--- config.mk ---
export PLATFORM = sky130hd
export DESIGN_NAME = utf8_to_codepoint_decoder_unit
export DESIGN_NICKNAME = d
export VERILOG_FILES = /design/src/rtl/u8d_pkg.sv /design/src/rtl/utf8_to_codepoint_decoder_unit.sv /design/src/rtl/u8d_decode.sv
export VERILOG_INCLUDE_DIRS = /design/src /design/src/rtl
export SDC_FILE = /design/constraint.sdc
export NUM_CORES = 1
export LEC_CHECK = 0
export BUFFER_PORTS_ARGS = -buffer_cell sky130_fd_sc_hd__buf_2
export CAP_MARGIN = 20
export CORE_MARGIN = 2
export CORE_UTILIZATION = 55
export DETAILED_ROUTE_END_ITERATION = 12
export MAX_ROUTING_LAYER = met4
export PLACE_DENSITY = 0.82
export SLEW_MARGIN = 10
export SYNTH_ARGS = -nofsm -noshare
export SYNTH_HDL_FRONTEND = slang
export SYNTH_SLANG_ARGS = --single-unit
--- constraint.sdc ---
create_clock -name clk -period 12.64 [get_ports clk]
set_input_delay 1.264 -clock clk [delete_from_list [all_inputs] [get_ports clk]]
set_output_delay 1.264 -clock clk [all_outputs]
set_load 0.01 [all_outputs]
--- src/rtl/utf8_to_codepoint_decoder_unit_macros.svh ---
// assertion macros for the utf-8 decoder unit
// no dependencies; included by the top level only
`ifndef UTF8_TO_CODEPOINT_DECODER_UNIT_MACROS_SVH
`define UTF8_TO_CODEPOINT_DECODER_UNIT_MACROS_SVH

// same-cycle implication, disabled during reset
`define U8D_ASSERT_NOW(label, clk, rst_n, ante, cons, msg) \
    label: assert property (@(posedge clk) disable iff (!rst_n) (ante) |-> (cons)) \
        else $error(msg);

// next-cycle implication, disabled during reset
`define U8D_ASSERT_NEXT(label, clk, rst_n, ante, cons, msg) \
    label: assert property (@(posedge clk) disable iff (!rst_n) (ante) |=> (cons)) \
        else $error(msg);

`endif

--- src/rtl/u8d_pkg.sv ---
// shared types and constants for the utf-8 decoder unit
// no dependencies
package u8d_pkg;

    localparam int unsigned CP_W    = 21;
    localparam int unsigned COUNT_W = 16;

    localparam logic [7:0] CONT_MASK   = 8'hC0;
    localparam logic [7:0] CONT_TAG    = 8'h80;
    localparam logic [7:0] LEAD2_MASK  = 8'hE0;
    localparam logic [7:0] LEAD2_TAG   = 8'hC0;
    localparam logic [7:0] LEAD3_MASK  = 8'hF0;
    localparam logic [7:0] LEAD3_TAG   = 8'hE0;
    localparam logic [7:0] LEAD4_MASK  = 8'hF8;
    localparam logic [7:0] LEAD4_TAG   = 8'hF0;
    localparam logic [7:0] PAYLOAD6    = 8'h3F;
    localparam logic [7:0] PAYLOAD5    = 8'h1F;
    localparam logic [7:0] PAYLOAD4    = 8'h0F;
    localparam logic [7:0] PAYLOAD3    = 8'h07;

    localparam logic [1:0] PEND_NONE  = 2'd0;
    localparam logic [1:0] PEND_ONE   = 2'd1;
    localparam logic [1:0] PEND_TWO   = 2'd2;
    localparam logic [1:0] PEND_THREE = 2'd3;

    localparam logic [15:0] LIMIT_RESET = 16'hFFFF;

    typedef struct packed {
        logic [1:0]         pending;
        logic [CP_W-1:0]    partial;
        logic               seq_bad;
        logic [COUNT_W-1:0] count;
    } dec_state_t;

    typedef struct packed {
        logic [CP_W-1:0]    code_point;
        logic               has_char;
        logic               malformed;
        logic               end_of_string;
        logic [COUNT_W-1:0] char_count;
    } dec_result_t;

endpackage

--- src/rtl/utf8_to_codepoint_decoder_unit.sv ---
// utf-8 to code point decoder, top level: input register, decode step, result register
// depends on u8d_pkg, u8d_decode and utf8_to_codepoint_decoder_unit_macros.svh
//
//  channel  | handshake            | payload
//  ---------+----------------------+--------------------------------------------------
//  input    | in_valid / in_stall  | byte_in, last_byte
//  result   | out_valid / out_stall| code_point, has_char, malformed, end_of_string,
//           |                      | char_count
//  config   | cfg_write_enable     | cfg_write_data (output_limit)
//
//  one byte per cycle sustained while the result channel is not stalled; a byte's result
//  is loaded into the result register as the byte leaves the input register
//  the sequence state register advances as a byte leaves the input register
//  reset clears handshake state and the sequence state and sets the limit to 65535
//  a stalled result only holds back bytes that would produce a result; bytes that
//  only extend a sequence pass through
`include "utf8_to_codepoint_decoder_unit_macros.svh"

module utf8_to_codepoint_decoder_unit (
    input  logic                        clk,
    input  logic                        rst_n,

    input  logic                        cfg_write_enable,
    input  logic [15:0]                 cfg_write_data,

    input  logic                        in_valid,
    output logic                        in_stall,
    input  logic [7:0]                  byte_in,
    input  logic                        last_byte,

    output logic                        out_valid,
    input  logic                        out_stall,
    output logic [u8d_pkg::CP_W-1:0]    code_point,
    output logic                        has_char,
    output logic                        malformed,
    output logic                        end_of_string,
    output logic [u8d_pkg::COUNT_W-1:0] char_count
);

    // configuration
    logic [u8d_pkg::COUNT_W-1:0] limit_reg;

    // input register
    logic       in_vld_reg;
    logic [7:0] in_byte_reg;
    logic       in_last_reg;

    // sequence state
    u8d_pkg::dec_state_t  state_reg;
    u8d_pkg::dec_state_t  state_next;

    // result register
    logic                 out_vld_reg;
    u8d_pkg::dec_result_t out_reg;

    u8d_pkg::dec_result_t step_result;
    logic                 step_has_result;
    logic                 out_free;
    logic                 advance;
    logic                 in_take;

    u8d_decode u_decode (
        .state        (state_reg),
        .byte_val     (in_byte_reg),
        .last         (in_last_reg),
        .limit        (limit_reg),
        .state_next   (state_next),
        .result       (step_result),
        .result_valid (step_has_result)
    );

    // result slot is free when empty or being drained this cycle
    assign out_free = !out_vld_reg || !out_stall;
    // decode the held byte unless its result has nowhere to go
    assign advance  = in_vld_reg && (!step_has_result || out_free);
    assign in_stall = in_vld_reg && !advance;
    assign in_take  = in_valid && !in_stall;

    always_ff @(posedge clk or negedge rst_n)
    begin
        if (!rst_n)
        begin
            limit_reg <= u8d_pkg::LIMIT_RESET;
        end
        else if (cfg_write_enable)
        begin
            limit_reg <= cfg_write_data;
        end
    end

    always_ff @(posedge clk or negedge rst_n)
    begin
        if (!rst_n)
        begin
            in_vld_reg <= 1'b0;
        end
        else if (in_take)
        begin
            in_vld_reg <= 1'b1;
        end
        else if (advance)
        begin
            in_vld_reg <= 1'b0;
        end
    end

    always_ff @(posedge clk)
    begin
        if (in_take)
        begin
            in_byte_reg <= byte_in;
            in_last_reg <= last_byte;
        end
    end

    always_ff @(posedge clk or negedge rst_n)
    begin
        if (!rst_n)
        begin
            state_reg <= '0;
        end
        else if (advance)
        begin
            state_reg <= state_next;
        end
    end

    always_ff @(posedge clk or negedge rst_n)
    begin
        if (!rst_n)
        begin
            out_vld_reg <= 1'b0;
        end
        else if (advance && step_has_result)
        begin
            out_vld_reg <= 1'b1;
        end
        else if (!out_stall)
        begin
            out_vld_reg <= 1'b0;
        end
    end

    always_ff @(posedge clk)
    begin
        if (advance && step_has_result)
        begin
            out_reg <= step_result;
        end
    end

    assign out_valid     = out_vld_reg;
    assign code_point    = out_reg.code_point;
    assign has_char      = out_reg.has_char;
    assign malformed     = out_reg.malformed;
    assign end_of_string = out_reg.end_of_string;
    assign char_count    = out_reg.char_count;

    // a closing result without a character carries no code point and no flag
    `U8D_ASSERT_NOW(a_empty_close, clk, rst_n, out_valid && !has_char,
        (code_point == '0) && !malformed, "result without character has payload")

    // a malformed result is a zero character
    `U8D_ASSERT_NOW(a_malformed_zero, clk, rst_n, out_valid && malformed,
        has_char && (code_point == '0), "malformed result not zero")

    // end of string returns the sequence state to zero
    `U8D_ASSERT_NEXT(a_string_clear, clk, rst_n, advance && in_last_reg,
        state_reg == '0, "state not cleared after end of string")

    // a result is only produced alongside a string end or a character
    `U8D_ASSERT_NOW(a_result_kind, clk, rst_n, out_valid,
        has_char || end_of_string, "result with neither character nor end")

endmodule

--- src/rtl/u8d_decode.sv ---
// combinational decode step: one byte against the sequence state
// depends on u8d_pkg
module u8d_decode (
    input  u8d_pkg::dec_state_t           state,
    input  logic [7:0]                    byte_val,
    input  logic                          last,
    input  logic [u8d_pkg::COUNT_W-1:0]   limit,
    output u8d_pkg::dec_state_t           state_next,
    output u8d_pkg::dec_result_t          result,
    output logic                          result_valid
);

    logic                       have;
    logic                       bad;
    logic [u8d_pkg::CP_W-1:0]   cp;
    logic                       emit;
    u8d_pkg::dec_state_t        st;

    always_comb
    begin
        st   = state;
        have = 1'b0;
        bad  = 1'b0;
        cp   = '0;

        if (state.pending != u8d_pkg::PEND_NONE)
        begin
            // continuation slot: any byte is consumed, low six bits shifted in
            if ((byte_val & u8d_pkg::CONT_MASK) != u8d_pkg::CONT_TAG)
            begin
                st.seq_bad = 1'b1;
            end
            st.partial = {state.partial[u8d_pkg::CP_W-7:0], byte_val[5:0]};
            st.pending = state.pending - 2'd1;
            if (st.pending == u8d_pkg::PEND_NONE)
            begin
                have = 1'b1;
                bad  = st.seq_bad;
                cp   = st.seq_bad ? '0 : st.partial;
            end
        end
        else if (!byte_val[7])
        begin
            have = 1'b1;
            cp   = {{(u8d_pkg::CP_W-8){1'b0}}, byte_val};
        end
        else if ((byte_val & u8d_pkg::LEAD2_MASK) == u8d_pkg::LEAD2_TAG)
        begin
            st.pending = u8d_pkg::PEND_ONE;
            st.partial = {{(u8d_pkg::CP_W-8){1'b0}}, byte_val & u8d_pkg::PAYLOAD5};
            st.seq_bad = 1'b0;
        end
        else if ((byte_val & u8d_pkg::LEAD3_MASK) == u8d_pkg::LEAD3_TAG)
        begin
            st.pending = u8d_pkg::PEND_TWO;
            st.partial = {{(u8d_pkg::CP_W-8){1'b0}}, byte_val & u8d_pkg::PAYLOAD4};
            st.seq_bad = 1'b0;
        end
        else if ((byte_val & u8d_pkg::LEAD4_MASK) == u8d_pkg::LEAD4_TAG)
        begin
            st.pending = u8d_pkg::PEND_THREE;
            st.partial = {{(u8d_pkg::CP_W-8){1'b0}}, byte_val & u8d_pkg::PAYLOAD3};
            st.seq_bad = 1'b0;
        end
        else
        begin
            // stray continuation or f8..ff
            have = 1'b1;
            bad  = 1'b1;
        end

        // sequence cut off by end of string
        if (last && (st.pending != u8d_pkg::PEND_NONE))
        begin
            have       = 1'b1;
            bad        = 1'b1;
            cp         = '0;
            st.pending = u8d_pkg::PEND_NONE;
        end

        emit = have && (state.count < limit);
        if (emit)
        begin
            st.count = state.count + 16'd1;
        end

        result.code_point    = emit ? cp : '0;
        result.has_char      = emit;
        result.malformed     = emit && bad;
        result.end_of_string = last;
        result.char_count    = st.count;
        result_valid         = emit || last;

        state_next = last ? '0 : st;
    end

endmodule
# Word-level counts from Yosys, hierarchy flattened
# Index checks and enable logic that the tools add are counted.
# word_totals
register_bits	101
inputBits	30
output_inout_bits	42
word_cells	75
# op_classes
n_addsub	2
order_cmp	1
eq_ne	5
muxes	29
bitwise_logic	1
reduce_logical	23
# op_table
op	n
24-bit two-way mux	5
21-bit two-way mux	3
40-bit two-way mux	1
1-bit two-way mux	17
16-bit by 1-bit adder with 16-bit output (second input constant)	1
16-bit less-than comparator	1
16-bit two-way mux	1
1-bit logical AND	7
7-bit two-way mux	1
2-bit nonzero test	3
5-bit equality test (second input constant)	1
1-bit logical NOT	5
5-bit nonzero test	1
4-bit equality test (second input constant)	1
3-bit equality test (second input constant)	1
1-bit logical OR	3
3-bit AND reduction	1
3-bit nonzero test	1
2-bit logical NOT	1
2-bit two-way mux	1
2-bit by 1-bit inequality test with 1-bit output (second input constant)	1
2-bit inequality test (second input constant)	1
2-bit OR reduction	1
2-bit by 1-bit subtractor with 2-bit output (second input constant)	1
1-bit NOT	1

# Logic depth before layout (Yosys ltp)
# depth
ltp_word	19
depth_mapped	10
ltp_nobuf	8

# Hierarchy
# A second synthesis with hierarchy kept.
# unflattened
cells_unflattened	612
hier_area_um2	6329.8
# modules_own_cells
module	instances	cells_each	area_each_um2	seq_area_each_um2
utf8_to_codepoint_decoder_unit	1	323	4496.8	2942.8
u8d_decode	1	289	1833.0	0.0

# Worst setup path after synthesis
# Ideal clock, no wire load.
# synth_path
path_kind	register -> register
startpoint	register limit_reg[7] (netlist name)
endpoint	register out_reg, in the netlist char_count[0], enable pin
setup_ns	0.438
t_arrival_ns	3.807
required_time_ns	12.202
setup_slack_ns	8.396
stages_incl_launch_ff	10
n_path_buf	1
synth_period_minus_slack_ns	4.244
path_cell_list	dfstp_2 -> inv_1 -> ha_1 -> and3_1 -> a221oi_1 -> o32ai_1 -> nor3_1 -> clkbuf_1 -> nor2_1 -> nor2_1
# synth_rtl
element	line	text
start: declaration	utf8_to_codepoint_decoder_unit.sv:41	logic [u8d_pkg::COUNT_W-1:0] limit_reg;
start signal: assignment	utf8_to_codepoint_decoder_unit.sv:83	limit_reg <= u8d_pkg::LIMIT_RESET;
start signal: assignment	utf8_to_codepoint_decoder_unit.sv:87	limit_reg <= cfg_write_data;
end signal: assignment	utf8_to_codepoint_decoder_unit.sv:148	out_reg <= step_result;
end: declaration	utf8_to_codepoint_decoder_unit.sv:54	u8d_pkg::dec_result_t out_reg;

# Worst setup path after layout
# layout_path
startpoint	register limit_reg[13] (netlist name)
endpoint	output port in_stall
# layout_between
elab_chain_len	8
# layout_rtl
element	line	text
16-bit less-than comparator	u8d_decode.sv:81	emit = have && (state.count < limit);
1-bit logical AND	u8d_decode.sv:81	
1-bit logical OR	u8d_decode.sv:92	result_valid = emit || last;
1-bit logical NOT	utf8_to_codepoint_decoder_unit.sv:75	assign advance = in_vld_reg && (!step_has_result || out_free);
1-bit logical OR	utf8_to_codepoint_decoder_unit.sv:75	
1-bit logical AND	utf8_to_codepoint_decoder_unit.sv:75	
1-bit logical NOT	utf8_to_codepoint_decoder_unit.sv:76	assign in_stall = in_vld_reg && !advance;
1-bit logical AND	utf8_to_codepoint_decoder_unit.sv:76	
end: declaration	utf8_to_codepoint_decoder_unit.sv:27	output logic in_stall,
# No other way between the ends.

==> results.sh <==
export IMPL_status="finished clean"
export IMPL_synth_top_cell_area_share_pct=30.3
export IMPL_cts_root_buffer="clkbuf_8"
export IMPL_path_buf_inv=3
export IMPL_cp_depth=9
export IMPL_grt_max_degree=53
export IMPL_drc=0
export IMPL_postCtsHoldBufs=0
export IMPL_dominantRegCellSynth="edfxtp_1"
export IMPL_worst_r2r_endpoint="in_byte_reg[3]"
export IMPL_slowest_delay_ns=0.53
export IMPL_p_clk_share_pct=24.7
export IMPL_cp_slowest_cell="dfstp_2"
export IMPL_largest_reg_flops=34
export IMPL_ff2ff_setup_slack_ns=9.32
export IMPL_crit_path_end_kind="output port"
export IMPL_path_class="flop to output port"
export IMPL_dr_pass1_iters=5
export IMPL_regArea_um2=2790
export IMPL_crit_fanout=11
export IMPL_startpoint_type="flop"
export IMPL_core_area_um2=8640
export IMPL_fin_crit_sh_pct=33.2
export IMPL_crit_chain="inv_1 -> ha_1 -> nand4_1 -> a211o_1 -> o32ai_1 -> nor3_1 -> buf_4 -> o2111a_1 -> buf_2"
export IMPL_slew_headroom_pct=35.5
export IMPL_first_global_vias=3552
export IMPL_ctsResizeCount=0
export IMPL_grt_util_met3_pct=5.01
export IMPL_grt_usage_pct=23.0
export IMPL_setup_viol=0
export IMPL_final_layout_size_suffix_gt1_share_pct=23.5
export IMPL_p_int_mw=0.597
export IMPL_synth_cell_types=55
export IMPL_initial_core_util_pct=56.3
export IMPL_overflow=0
export IMPL_fin_nets=552
export IMPL_antenna_found_initial=0
export IMPL_arrival_ns=2.93
export IMPL_fillers=664
export IMPL_hpwl_um=6840
export IMPL_syn_inst=442
export IMPL_synth_most_common_cell="nand2_1"
export IMPL_via_count=3611
export IMPL_cp_top_family="compound AO/OA/AOI/OAI gates"
export IMPL_multi_input_area_um2=1890
export IMPL_diodes=0
export IMPL_grt_pass1_wl_um=17200
export IMPL_powerDensity_nw_per_um2=158
export IMPL_maxCapViolCount=0
export IMPL_synth_async_reset_ratio_pct=51.5
export IMPL_die_h_um=98.0
export IMPL_hold_viol=0
export IMPL_dieArea_um2=9610
export IMPL_postRouteAntennaNets=0
export IMPL_drt_wirelength_per_cell_um=15.8
export IMPL_min_to="state_reg[26]"
export IMPL_postSynthAreaPerCell_um2=11.0
export IMPL_vdd_ir_drop_worst_mv=0.0822
export IMPL_die_x_um=98.0
export IMPL_min_path_type="flop to flop"
export IMPL_drt_initial_drc_count=264
export IMPL_portBuffers=71
export IMPL_cts_tree="yes"
export IMPL_rows=34
export IMPL_clock_skew_ns=0.0149
export IMPL_syn_to_final_growth_pct=13.9
export IMPL_worstMarginPinSlew_ns=0.968
export IMPL_r2r_start="limit_reg[13]"
export IMPL_p_seq_share_pct=52.4
export IMPL_ys_top_cells_by_area="edfxtp_1, dfrtp_1, dfstp_2"
export IMPL_grt_busiest_layer="met2"
export IMPL_ys_warn_count=0
export IMPL_syn_nets=488
export IMPL_hold_ws_ns=0.481
export IMPL_post_drt_via_cell_ratio=5.83
export IMPL_gp_congestion=0.942
export IMPL_yosysTopAreaCell="edfxtp_1"
export IMPL_r2r_cells=9
export IMPL_rsz0062_at_grt="false"
export IMPL_path_clk_slew_ns=0.10
export IMPL_slew_violations=0
export IMPL_p_sw_mw=0.276
export IMPL_totalWireLength_um=9790
export IMPL_leakage_nw=2.53
export IMPL_synth_edf_count=49
export IMPL_clk_latency_ns=0.37
export IMPL_combPwrFrac_pct=22.9
export IMPL_p_sw_share_pct=31.6
export IMPL_crit_required_ns=11.38
export IMPL_ys_seq_area_share_pct=57.4
export IMPL_cts_buffer_depth=2
export IMPL_synth_common_cells="nand2_1, edfxtp_1, dfrtp_1"
export IMPL_post_cts_buffers=0
export IMPL_hold_depth=1
export IMPL_min_period_ns=4.19
export IMPL_syn_area_um2=4860
export IMPL_fmax_mhz=239
export IMPL_numCtsBuffers=9
export IMPL_use_met1_pct=32.0
export IMPL_h_tree_depth=3
export IMPL_min_from="state_reg[26]"
export IMPL_ios=72
export IMPL_ys_ff_latch=101
export IMPL_gr_usage_met2_pct=34.4
export IMPL_cts_sinks=101
export IMPL_finalSetupTns_ns=0
## layer usage
metal	vias up	routed length, µm
li1	1718	-
met1	1717	4350
met2	155	4490
met3	21	785
met4	0	161
met5	-	0
## cell type report
| type | instances | share of cell area (%) |
|---|---|---|
| well taps | 108 | 2.44 |
| multi-input cells | 290 | 34.1 |
| flip-flops and latches | 101 | 50.4 |
| repair buffers | 76 | 7.27 |
| clock inverters | 6 | 1.38 |
| inverters | 28 | 1.90 |
| clock buffers | 10 | 2.48 |
## layout by cell type, fill, tap and decap left out, types with 4 or more instances in the layout
master and count:
buf_2 72, nand2_1 53, edfxtp_1 49, dfrtp_1 36
o21ai_0 30, inv_1 28, nor2_1 25, and2_1 20
ha_1 16, dfstp_2 16, xnor2_1 14, nand4_1 13
a21o_1 13, mux2i_1 10, clkbuf_8 10, and3_1 8
nand3_1 8, nor3_1 8, nor4_1 7, a21oi_1 6
or2_2 4, o31ai_1 4
## cells by family after synthesis
logic type,synth area share (%)
muxes,2.52
adders and majority gates,4.12
and+or+nand+nor,16.2
AOI/OAI and AO/OA,13.0
xor gates and xnor gates,2.70
DFF,57.4
buffers and inverters,4.01
## power by group through the flow
| stage | Sequential [mW] | Clock, mW | Combinational (mW) |
|---|---|---|---|
| after CTS | 0.458 | 0.219 | 0.198 |
| final | 0.458 | 0.216 | 0.200 |
| after floorplan | 0.460 | 0 | 0.131 |
| after global routing | 0.466 | 0.236 | 0.225 |
| after detailed placement | 0.464 | 0 | 0.197 |
| after global placement | 0.462 | 0 | 0.188 |
## per-stage QoR
step	setup slack, ns	area (µm²)	total power, mW	std cells	utilization, %
finish	8.45	5540	0.873	619	64.1
global route	8.27	5540	0.926	619	64.1
CTS	8.47	5520	0.875	618	63.9
detailed placement	8.90	5310	0.661	602	61.4
global placement	8.95	5300	0.650	601	61.4
floorplan	8.40	4860	0.591	442	-
## worst max-delay path by stage
stage                  start            end  slack (ns)
6_report       limit_reg[13]       in_stall        8.45
3_5_place_dp   limit_reg[13]       in_stall        8.90
3_3_place_gp    limit_reg[7]       in_stall        8.95
5_1_grt          in_last_reg       in_stall        8.27
4_1_cts        limit_reg[13]       in_stall        8.47
2_1_floorplan   limit_reg[7]  char_count[0]        8.40
No activity file was read; power rests on OpenSTA's default activity.
